### config.mk
export PLATFORM = sky130hd
export DESIGN_NAME = msp_frame_receiver_xor_check_top
export DESIGN_NICKNAME = d
export VERILOG_FILES = /design/src/msp_rx_pkg.sv /design/src/msp_rx_front.sv /design/src/msp_rx_queue.sv /design/src/msp_rx_back.sv /design/src/msp_frame_receiver_xor_check_top.sv
export SDC_FILE = /design/constraint.sdc
export NUM_CORES = 1
export LEC_CHECK = 0
export CORE_AREA = 3 3 103 145
export DETAILED_ROUTE_END_ITERATION = 12
export DIE_AREA = 0 0 106 148
export DONT_BUFFER_PORTS = 1
export SYNTH_ARGS = -nofsm -noshare
export SYNTH_HDL_FRONTEND = slang
export SYNTH_SLANG_ARGS = --single-unit
export TNS_END_PERCENT = 5
### constraint.sdc
create_clock -name clk -period 4.58 [get_ports clk]
set_clock_uncertainty 0.1 [all_clocks]
set_input_delay 0 -clock clk [delete_from_list [all_inputs] [get_ports clk]]
set_output_delay 0 -clock clk [all_outputs]
set_load 0.01 [all_outputs]
### src/msp_rx_pkg.sv
// Shared types and constants for the MSP frame receiver.
package msp_rx_pkg;

	localparam logic [7:0] SYM_DOLLAR = 8'h24;
	localparam logic [7:0] SYM_M      = 8'h4D;
	localparam logic [7:0] SYM_LT     = 8'h3C;

	localparam logic [7:0] MAX_LENGTH_RESET = 8'd29;
	localparam int unsigned QUEUE_DEPTH = 4;

	typedef enum logic [1:0] {
		ST_PAYLOAD  = 2'd0,
		ST_CSUM_OK  = 2'd1,
		ST_CSUM_BAD = 2'd2,
		ST_LEN_REJ  = 2'd3
	} status_t;

	typedef enum logic [5:0] {
		PH_HUNT    = 6'b000001,
		PH_WANT_M  = 6'b000010,
		PH_WANT_LT = 6'b000100,
		PH_COUNT   = 6'b001000,
		PH_DATA    = 6'b010000,
		PH_CHECK   = 6'b100000
	} phase_t;

	typedef struct packed {
		status_t    status;
		logic [7:0] payload_byte;
		logic [7:0] byte_index;
		logic       last;
	} res_word_t;

endpackage

### src/msp_rx_front.sv
// Header hunt, length check and checksum tracking; emits result words.
module msp_rx_front (
	input  logic                  clk,
	input  logic                  arst_n,
	input  logic                  max_length_we,
	input  logic [7:0]            max_length_wdata,
	input  logic                  rx_valid,
	input  logic                  rx_stall,
	input  logic [7:0]            rx_byte,
	output logic                  push,
	output msp_rx_pkg::res_word_t push_word
);
	import msp_rx_pkg::*;

	phase_t     phase_q, phase_d;
	logic [7:0] max_length_q;
	logic [7:0] bytes_left_q, bytes_left_d;
	logic [7:0] xor_q, xor_d;
	logic [7:0] next_index_q, next_index_d;
	logic       accept;
	phase_t     restart;

	assign accept  = rx_valid && !rx_stall;
	assign restart = (rx_byte == SYM_DOLLAR) ? PH_WANT_M : PH_HUNT;

	always_comb begin
		phase_d      = phase_q;
		bytes_left_d = bytes_left_q;
		xor_d        = xor_q;
		next_index_d = next_index_q;
		push         = 1'b0;
		push_word    = '{status: ST_PAYLOAD, payload_byte: rx_byte,
			byte_index: 8'd0, last: 1'b0};
		if (accept) begin
			unique case (phase_q)
				PH_WANT_M: begin
					phase_d = (rx_byte == SYM_M) ? PH_WANT_LT : restart;
				end
				PH_WANT_LT: begin
					phase_d = (rx_byte == SYM_LT) ? PH_COUNT : restart;
				end
				PH_COUNT: begin
					if (rx_byte > max_length_q) begin
						push             = 1'b1;
						push_word.status = ST_LEN_REJ;
						push_word.last   = 1'b1;
						phase_d          = PH_HUNT;
					end else begin
						bytes_left_d = rx_byte;
						xor_d        = 8'd0;
						next_index_d = 8'd0;
						phase_d      = (rx_byte == 8'd0) ? PH_CHECK : PH_DATA;
					end
				end
				PH_DATA: begin
					push                 = 1'b1;
					push_word.byte_index = next_index_q;
					xor_d                = xor_q ^ rx_byte;
					next_index_d         = next_index_q + 8'd1;
					bytes_left_d         = bytes_left_q - 8'd1;
					if (bytes_left_q == 8'd1) begin
						phase_d = PH_CHECK;
					end
				end
				PH_CHECK: begin
					push             = 1'b1;
					push_word.status = (rx_byte == xor_q) ? ST_CSUM_OK : ST_CSUM_BAD;
					push_word.last   = 1'b1;
					phase_d          = PH_HUNT;
				end
				default: begin
					phase_d = restart;
				end
			endcase
		end
	end

	always_ff @(posedge clk or negedge arst_n) begin
		if (!arst_n) begin
			phase_q      <= PH_HUNT;
			max_length_q <= MAX_LENGTH_RESET;
			bytes_left_q <= 8'd0;
			xor_q        <= 8'd0;
			next_index_q <= 8'd0;
		end else begin
			phase_q      <= phase_d;
			bytes_left_q <= bytes_left_d;
			xor_q        <= xor_d;
			next_index_q <= next_index_d;
			if (max_length_we) begin
				max_length_q <= max_length_wdata;
			end
		end
	end

`ifndef SYNTHESIS
	a_data_has_bytes: assert property (@(posedge clk) disable iff (!arst_n)
		phase_q == PH_DATA |-> bytes_left_q != 8'd0)
		else $error("payload phase with no bytes left");
	a_end_index_zero: assert property (@(posedge clk) disable iff (!arst_n)
		push && push_word.last |-> push_word.byte_index == 8'd0 &&
			push_word.status != ST_PAYLOAD)
		else $error("frame end word malformed");
`endif

endmodule

### src/msp_rx_queue.sv
// Short word queue between parser and output stage.
module msp_rx_queue #(
	parameter int unsigned Depth = msp_rx_pkg::QUEUE_DEPTH
) (
	input  logic                  clk,
	input  logic                  arst_n,
	input  logic                  push,
	input  msp_rx_pkg::res_word_t push_word,
	input  logic                  pop,
	output msp_rx_pkg::res_word_t head_word,
	output logic                  empty,
	output logic                  full
);
	import msp_rx_pkg::*;

	localparam int unsigned PtrW = (Depth > 1) ? $clog2(Depth) : 1;
	localparam int unsigned CntW = $clog2(Depth + 1);
	localparam logic [PtrW-1:0] LastPtr = PtrW'(Depth - 1);
	localparam logic [CntW-1:0] DepthCnt = CntW'(Depth);

	res_word_t       mem_q [Depth];
	logic [PtrW-1:0] wr_ptr_q, rd_ptr_q;
	logic [CntW-1:0] count_q;

	assign empty     = (count_q == '0);
	assign full      = (count_q == DepthCnt);
	assign head_word = mem_q[rd_ptr_q];

	always_ff @(posedge clk) begin
		if (push) begin
			mem_q[wr_ptr_q] <= push_word;
		end
	end

	always_ff @(posedge clk or negedge arst_n) begin
		if (!arst_n) begin
			wr_ptr_q <= '0;
			rd_ptr_q <= '0;
			count_q  <= '0;
		end else begin
			if (push) begin
				wr_ptr_q <= (wr_ptr_q == LastPtr) ? '0 : wr_ptr_q + PtrW'(1);
			end
			if (pop) begin
				rd_ptr_q <= (rd_ptr_q == LastPtr) ? '0 : rd_ptr_q + PtrW'(1);
			end
			if (push && !pop) begin
				count_q <= count_q + CntW'(1);
			end else if (pop && !push) begin
				count_q <= count_q - CntW'(1);
			end
		end
	end

`ifndef SYNTHESIS
	a_no_overflow: assert property (@(posedge clk) disable iff (!arst_n)
		push |-> !full)
		else $error("push into full queue");
	a_no_underflow: assert property (@(posedge clk) disable iff (!arst_n)
		pop |-> !empty)
		else $error("pop from empty queue");
`endif

endmodule

### src/msp_rx_back.sv
// Output register stage draining the queue onto the result channel.
module msp_rx_back (
	input  logic                  clk,
	input  logic                  arst_n,
	input  msp_rx_pkg::res_word_t head_word,
	input  logic                  empty,
	output logic                  pop,
	output logic                  res_valid,
	input  logic                  res_stall,
	output msp_rx_pkg::res_word_t res_word
);
	import msp_rx_pkg::*;

	logic      valid_q;
	res_word_t word_q;
	logic      take;

	assign take      = !valid_q || !res_stall;
	assign pop       = take && !empty;
	assign res_valid = valid_q;
	assign res_word  = word_q;

	always_ff @(posedge clk) begin
		if (pop) begin
			word_q <= head_word;
		end
	end

	always_ff @(posedge clk or negedge arst_n) begin
		if (!arst_n) begin
			valid_q <= 1'b0;
		end else if (take) begin
			valid_q <= !empty;
		end
	end

endmodule

### src/msp_frame_receiver_xor_check_top.sv
// A result word passes through the queue, then the output register that drives res_valid.
// One byte per cycle unless rx_stall; header and in-range count bytes give no result.
// rx_stall rises only when the result queue (Depth words) is full.
// Reset (async, arst_n low): parser hunts for '$', queue empties, res_valid low.
// Reset sets max_length to 29.
// Top level of the MSP frame receiver with XOR checksum check.
module msp_frame_receiver_xor_check_top #(
	parameter int unsigned Depth = msp_rx_pkg::QUEUE_DEPTH
) (
	input  logic       clk,
	input  logic       arst_n,
	input  logic       max_length_we,
	input  logic [7:0] max_length_wdata,
	input  logic       rx_valid,
	output logic       rx_stall,
	input  logic [7:0] rx_byte,
	output logic       res_valid,
	input  logic       res_stall,
	output logic [1:0] status,
	output logic [7:0] payload_byte,
	output logic [7:0] byte_index,
	output logic       last
);
	import msp_rx_pkg::*;

	logic      push, pop, empty, full;
	res_word_t push_word, head_word, res_word;

	assign rx_stall = full;

	msp_rx_front u_front (
		.clk              (clk),
		.arst_n           (arst_n),
		.max_length_we    (max_length_we),
		.max_length_wdata (max_length_wdata),
		.rx_valid         (rx_valid),
		.rx_stall         (rx_stall),
		.rx_byte          (rx_byte),
		.push             (push),
		.push_word        (push_word)
	);

	msp_rx_queue #(
		.Depth (Depth)
	) u_queue (
		.clk       (clk),
		.arst_n    (arst_n),
		.push      (push),
		.push_word (push_word),
		.pop       (pop),
		.head_word (head_word),
		.empty     (empty),
		.full      (full)
	);

	msp_rx_back u_back (
		.clk       (clk),
		.arst_n    (arst_n),
		.head_word (head_word),
		.empty     (empty),
		.pop       (pop),
		.res_valid (res_valid),
		.res_stall (res_stall),
		.res_word  (res_word)
	);

	assign status       = res_word.status;
	assign payload_byte = res_word.payload_byte;
	assign byte_index   = res_word.byte_index;
	assign last         = res_word.last;

endmodule
# Yosys cells after proc, flatten, opt, wreduce, memory -nomap -nowiden
# Memory sizes are Yosys's and may differ from the RTL's. A register that Yosys moved wholly into a read port is not among the register bits.
# Index checks and enable logic that the tools add are counted.
# W data, S select, Z words.
[totals] regBits=46 latchBits=0 ram_bits=76 romBits=0 input_bits=21 output_inout_bits=21 word_cells=79 mem_count=1
[memory_table] memory="u_queue.mem_q" depth=4 word_bits=19 rd=1 rd_ports_with_merged_regs=1 write_ports=1 line_no="msp_rx_queue.sv:21" rtl="res_word_t mem_q [Depth];"
[classes] addsub=6 n_mul=0 div_mod_pow=0 magnitude_cmp=1 n_eq_ne=15 shifts=0 n_mux=28 bitwise_logic=1 reduce_logical=18
[op_table] cell="$pmux W8 S2" n=3
[op_table] cell="$mux W6" n=5
[op_table] cell="$pmux W6 S5" n=1
[op_table] cell="$mux W8" n=3
[op_table] cell="$eq A8 B6 Y1 const B" n=2
[op_table] cell="$mux W2" n=6
[op_table] cell="$mux W9" n=1
[op_table] cell="$add A8 B1 Y8 const B" n=1
[op_table] cell="$eq A8 B1 Y1 const B" n=1
[op_table] cell="$eq A8 B7 Y1 const B" n=1
[op_table] cell="$eq A8 B8 Y1" n=1
[op_table] cell="$gt A8 B8 Y1" n=1
[op_table] cell="$logic_not A8 Y1" n=1
[op_table] cell="$sub A8 B1 Y8 const B" n=1
[op_table] cell="$xor A8 B8 Y8" n=1
[op_table] cell="$eq A6 B2 Y1 const B" n=1
[op_table] cell="$eq A6 B3 Y1 const B" n=1
[op_table] cell="$eq A6 B4 Y1 const B" n=1
[op_table] cell="$eq A6 B5 Y1 const B" n=1
[op_table] cell="$eq A6 B6 Y1 const B" n=1
[op_table] cell="$logic_not A1 Y1" n=6
[op_table] cell="$mux W3" n=2
[op_table] cell="$add A2 B1 Y2 const B" n=2
[op_table] cell="$eq A2 B2 Y1 const B" n=2
[op_table] cell="other kinds (15)" n=23

# Longest topological paths before layout
[depth] ltp_word=8 ltp_mapped=13 mapped_depth_nobuf=13

# By module
# Synthesis repeated with hierarchy kept, for this count alone.
[hier_totals] hier_cells=451 hier_area_um2=6237.2
[modules_own_cells] module="msp_rx_queue" instances=1 cells_each=136 area_per_inst_um2=3159.3 seq_area_each_um2=2457.4
[modules_own_cells] module="msp_rx_front" instances=1 cells_each=293 area_per_inst_um2=2467.4 seq_area_each_um2=957.2
[modules_own_cells] module="msp_rx_back" instances=1 cells_each=22 area_per_inst_um2=610.6 seq_area_each_um2=595.6

# Least setup slack after synthesis
# No wires, ideal clock.
[synth_timing] path_type="register -> register" startpoint="register u_front.max_length_q[4]" endpoint="register u_queue.count_q[2]" setup_ns=0.080 arrival_time_ns=2.832 required_time_ns=4.400 setup_slack_ns=1.568 stages_incl_launch_ff=14 n_path_buf=0 path_cell_list="dfstp_2 > inv_1 > ha_1 > nand4_1 > o211ai_1 > or3b_1 > or2_4 > a21oi_4 > ha_1 > inv_1 > fa_1 > xor2_1 > nor2_1 > xnor2_1"
[synth_via] elab_chain_cells=7 elab_cells_between_ends=9 classes_between="1 x order compare; 4 x mux; 4 x reduce/logical"
[synth_rtl] element="start: declaration" line_no="msp_rx_front.sv:16" rtl="logic [7:0] max_length_q;"
[synth_rtl] element="start signal: assignment" line_no="msp_rx_front.sv:91" rtl="max_length_q <= max_length_wdata;"
[synth_rtl] element="$gt A8 B8 Y1 *" line_no="msp_rx_front.sv:43" rtl="if (rx_byte > max_length_q) begin"
[synth_rtl] element="$mux W1 *" line_no="msp_rx_front.sv:43"
[synth_rtl] element="$pmux W1 S2 *" line_no="msp_rx_front.sv:35" rtl="unique case (phase_q)"
[synth_rtl] element="$mux W1 *" line_no="msp_rx_front.sv:34" rtl="if (accept) begin"
[synth_rtl] element="net push" line_no="msp_frame_receiver_xor_check_top.sv:26" rtl="logic push, pop, empty, full;"
[synth_rtl] element="$logic_not A1 Y1" line_no="msp_rx_queue.sv:49" rtl="end else if (pop && !push) begin"
[synth_rtl] element="$logic_and A1 B1 Y1" line_no="msp_rx_queue.sv:49"
[synth_rtl] element="$reduce_bool A2 Y1 (no source line)"
[synth_rtl] element="end signal: assignment" line_no="msp_rx_queue.sv:48" rtl="count_q <= count_q + CntW'(1);"
[synth_rtl] element="end signal: assignment" line_no="msp_rx_queue.sv:50" rtl="count_q <= count_q - CntW'(1);"
[synth_rtl] element="end: declaration" line_no="msp_rx_queue.sv:23" rtl="logic [CntW-1:0] count_q;"
# The timed path passes the listed nets; every way through them passes the cells marked *.
# A chain may end at the register's enable or synchronous reset.

# Worst setup path after layout
# Ends and elaborated chain as after synthesis.

==> results.yml <==
clock_tree:
  h-tree-depth: 4
  clock_latency_ns: 0.42
  path_clk_slew_ns: 0.07
  postCtsSetupRepairBufs: 0
  cts_root_buf: "clkbuf_16"
  tritoncts: "yes"
  numCtsBuffers: 17
  cts.sinks: 141
  cts_max_path_buffers: 2
worst_hold_path:
  hp-start: "rx_byte[0]"
  hold_end: "u_queue.mem_q[0][17]"
  hold_depth: 4
  hold_path_class: "in -> reg"
place:
  portBuffers: 0
  dp_hpwl_um: 7655
  routabilityCongestion: 0.7961
synth:
  synth_seq_area_share: 0.6514
  synthFlopType: "edfxtp_1"
  syn_inst: 446
  synth_seq_cells: 141
  synth_warnings: 0
  synth_fp_nets: 485
  synth_edf_count: 95
  ys_types: 56
  syn_area_sq_mm: 0.006156
  syn_area_per_cell_sq_um: 13.80
  async_flop_share: 0.3262
floorplan:
  core_region_area_sq_mm: 0.01378
  dieArea_sq_mm: 0.01569
  die_x_um: 106
  initial_core_util: 0.4466
  rows: 51
  die_height_um: 148
  io_pins: 42
detailed_routing:
  viasPerCell: 5.462
  drc: 0
  vias: 3687
  initialDrtViolationCount: 237
  avgRoutedWirePerCell_um: 18.17
  routed_wl_um: 12270
  ant_nets: 0
  drt_first_pass_iters: 5
timing:
  slew_headroom: 0.3624
  worst_slew_pin_slew_ns: 0.9564
  min_period_ns: 3.294
  tns_ns: 0
  period_share: 0.7192
  max_freq_mhz: 303.6
  rsz0062_at_grt: "false"
  final-setup-viol-count: 0
  finalMaxSlewViolations: 0
  final-hold-violation-count: 0
power:
  p_leak_nw: 2.648
  peakVddDrop_v: 0.0002392
  powerDensity_mw_per_mm2: 466.5
run:
  drv_cap: 0
setup_path:
  cp-end-kind: "flip-flop"
  worst_setup_path_start_kind: "flip-flop"
  crit_arrival_ns: 3.54
  reg2reg_slack_ns: 1.29
  reg2regPathDepth: 13
  rr_startpoint: "u_front.max_length_q[4]"
  rr_endpoint: "u_queue.count_q[2]"
  crit_type: "reg -> reg"
  required_ns: 4.82
  path_max_fanout: 7
run_status:
  status: "complete, no violations"
global_route:
  antenna_found_initial: 0
  grt.total_usage: 0.1682
  grt_start_max_net_pins: 32
  grt_pass1_wl_um: 19930
  grt-ovfl-total: 0
  grt_pass1_vias: 3754
final_layout:
  mostFrequentLayoutCell: "edfxtp_1"
  drive_gt1_frac: 0.1531
  nNetsFinal: 516
  fin_util: 0.5243
  diodes: 0
  final_cell_mix: "95 x edfxtp_1, 50 x o21ai_0, 41 x dfrtp_1"
  area_delta_synth_final_pct: 17.40
repair_timing:
action	CTS	global route
hold endpoints to repair	111	0
hold buffers	23	0
endpoints found under the setup margin	0	0
gates resized for setup	0	0
cells by family (layout without fill, tap and decap cells):
family                   count (synthesis)  count (layout)  synth area share
flip-flops                             141             141            0.6514
AND/OR/NAND/NOR                        122             122            0.1039
AO/OA/AOI/OAI                           89              89           0.08557
buffers and inverters                   40              84           0.02581
multiplexers                            24              24           0.07845
adder cells (fa/ha/maj)                 18              18           0.03780
XOR/XNOR                                12              12           0.01707
flip-flops by register name, summed over array words and instances (netlist names):
name / cells
u_back.res_valid: 1
u_back.res_word: 19
u_front.bytes_left_q: 8
u_front.max_length_q: 8
u_front.next_index_q: 8
u_front.phase_q: 6
u_front.xor_q: 8
u_queue.count_q: 3
u_queue.mem_q: 76
u_queue.rd_ptr_q: 2
u_queue.wr_ptr_q: 2
per-stage QoR:
step / cells / setup WS (ns) / area, sq um / power [mW] / hold WS (ns)
after floorplan: 446 / 1.568 / 6156 / 1.913 / -0.3956
after global placement: 620 / 1.361 / 6371 / 2.002 / -0.3935
after detailed placement: 620 / 1.289 / 6371 / 2.012 / -0.3932
after CTS: 675 / 1.270 / 7227 / 3.423 / 0.01475
after global routing: 675 / 1.070 / 7227 / 3.530 / 0.06367
final: 675 / 1.286 / 7227 / 3.372 / 0.04518
worst max path at each step:
stage                                        from                  to  cells after the start
after global placement    u_front.max_length_q[4]  u_queue.count_q[2]                     13
final                     u_front.max_length_q[4]  u_queue.count_q[2]                     13
after floorplan           u_front.max_length_q[4]  u_queue.count_q[2]                     13
after global routing      u_front.max_length_q[4]  u_queue.count_q[2]                     13
after CTS                 u_front.max_length_q[4]  u_queue.count_q[2]                     13
after detailed placement  u_front.max_length_q[4]  u_queue.count_q[2]                     13
report_power, final:
group          leakage (nW)  total, mW  switching (mW)  internal (mW)
clock network         0.287       1.36           0.584          0.777
registers              1.38       1.59           0.111           1.48
logic                 0.984      0.418           0.209          0.210
total                  2.65       3.37           0.904           2.47
cell usage after synthesis (all sizes together), types with 7 or more instances:
cell type	instances	area share
a21oi	11	0.011
and3	13	0.013
clkbuf	14	0.0087
dfrtp	41	0.17
edfxtp	95	0.46
ha	17	0.035
inv	20	0.012
mux4	19	0.070
nand2	33	0.020
nand4	7	0.0071
nor2	29	0.018
nor3	8	0.0073
o21ai	52	0.042
xor2	10	0.014
worst max-delay path, stage by stage, from the launching register on:
cell	delay (ns)
dfstp_2	0.52
inv_1	0.05
ha_1	0.26
nand4_1	0.16
o211ai_1	0.12
or3b_1	0.38
or2_4	0.28
a21oi_4	0.26
ha_1	0.24
inv_1	0.06
fa_1	0.37
xor2_1	0.17
nor2_1	0.11
xnor2_1	0.12
cell type report:
| cell class | count | area (sq um) |
|---|---|---|
| fill | 1167 | 6556 |
| sequential | 141 | 4010 |
| multi-input combinational | 265 | 1987 |
| clock buffer | 17 | 425.4 |
| timing repair buffer | 32 | 325.3 |
| tap | 185 | 231.5 |
| clock inverter | 15 | 172.7 |
| inverter | 20 | 75.07 |
per-layer routing:
metal	vias to the layer above	global-route usage	wire length (um)
li1	1742	-	-
met4	0	0.06870	215
met2	84	0.2950	6742
met3	14	0.04238	512
met1	1847	0.1966	4798
met5	-	0	0
Power figures use the tool's default switching activity.
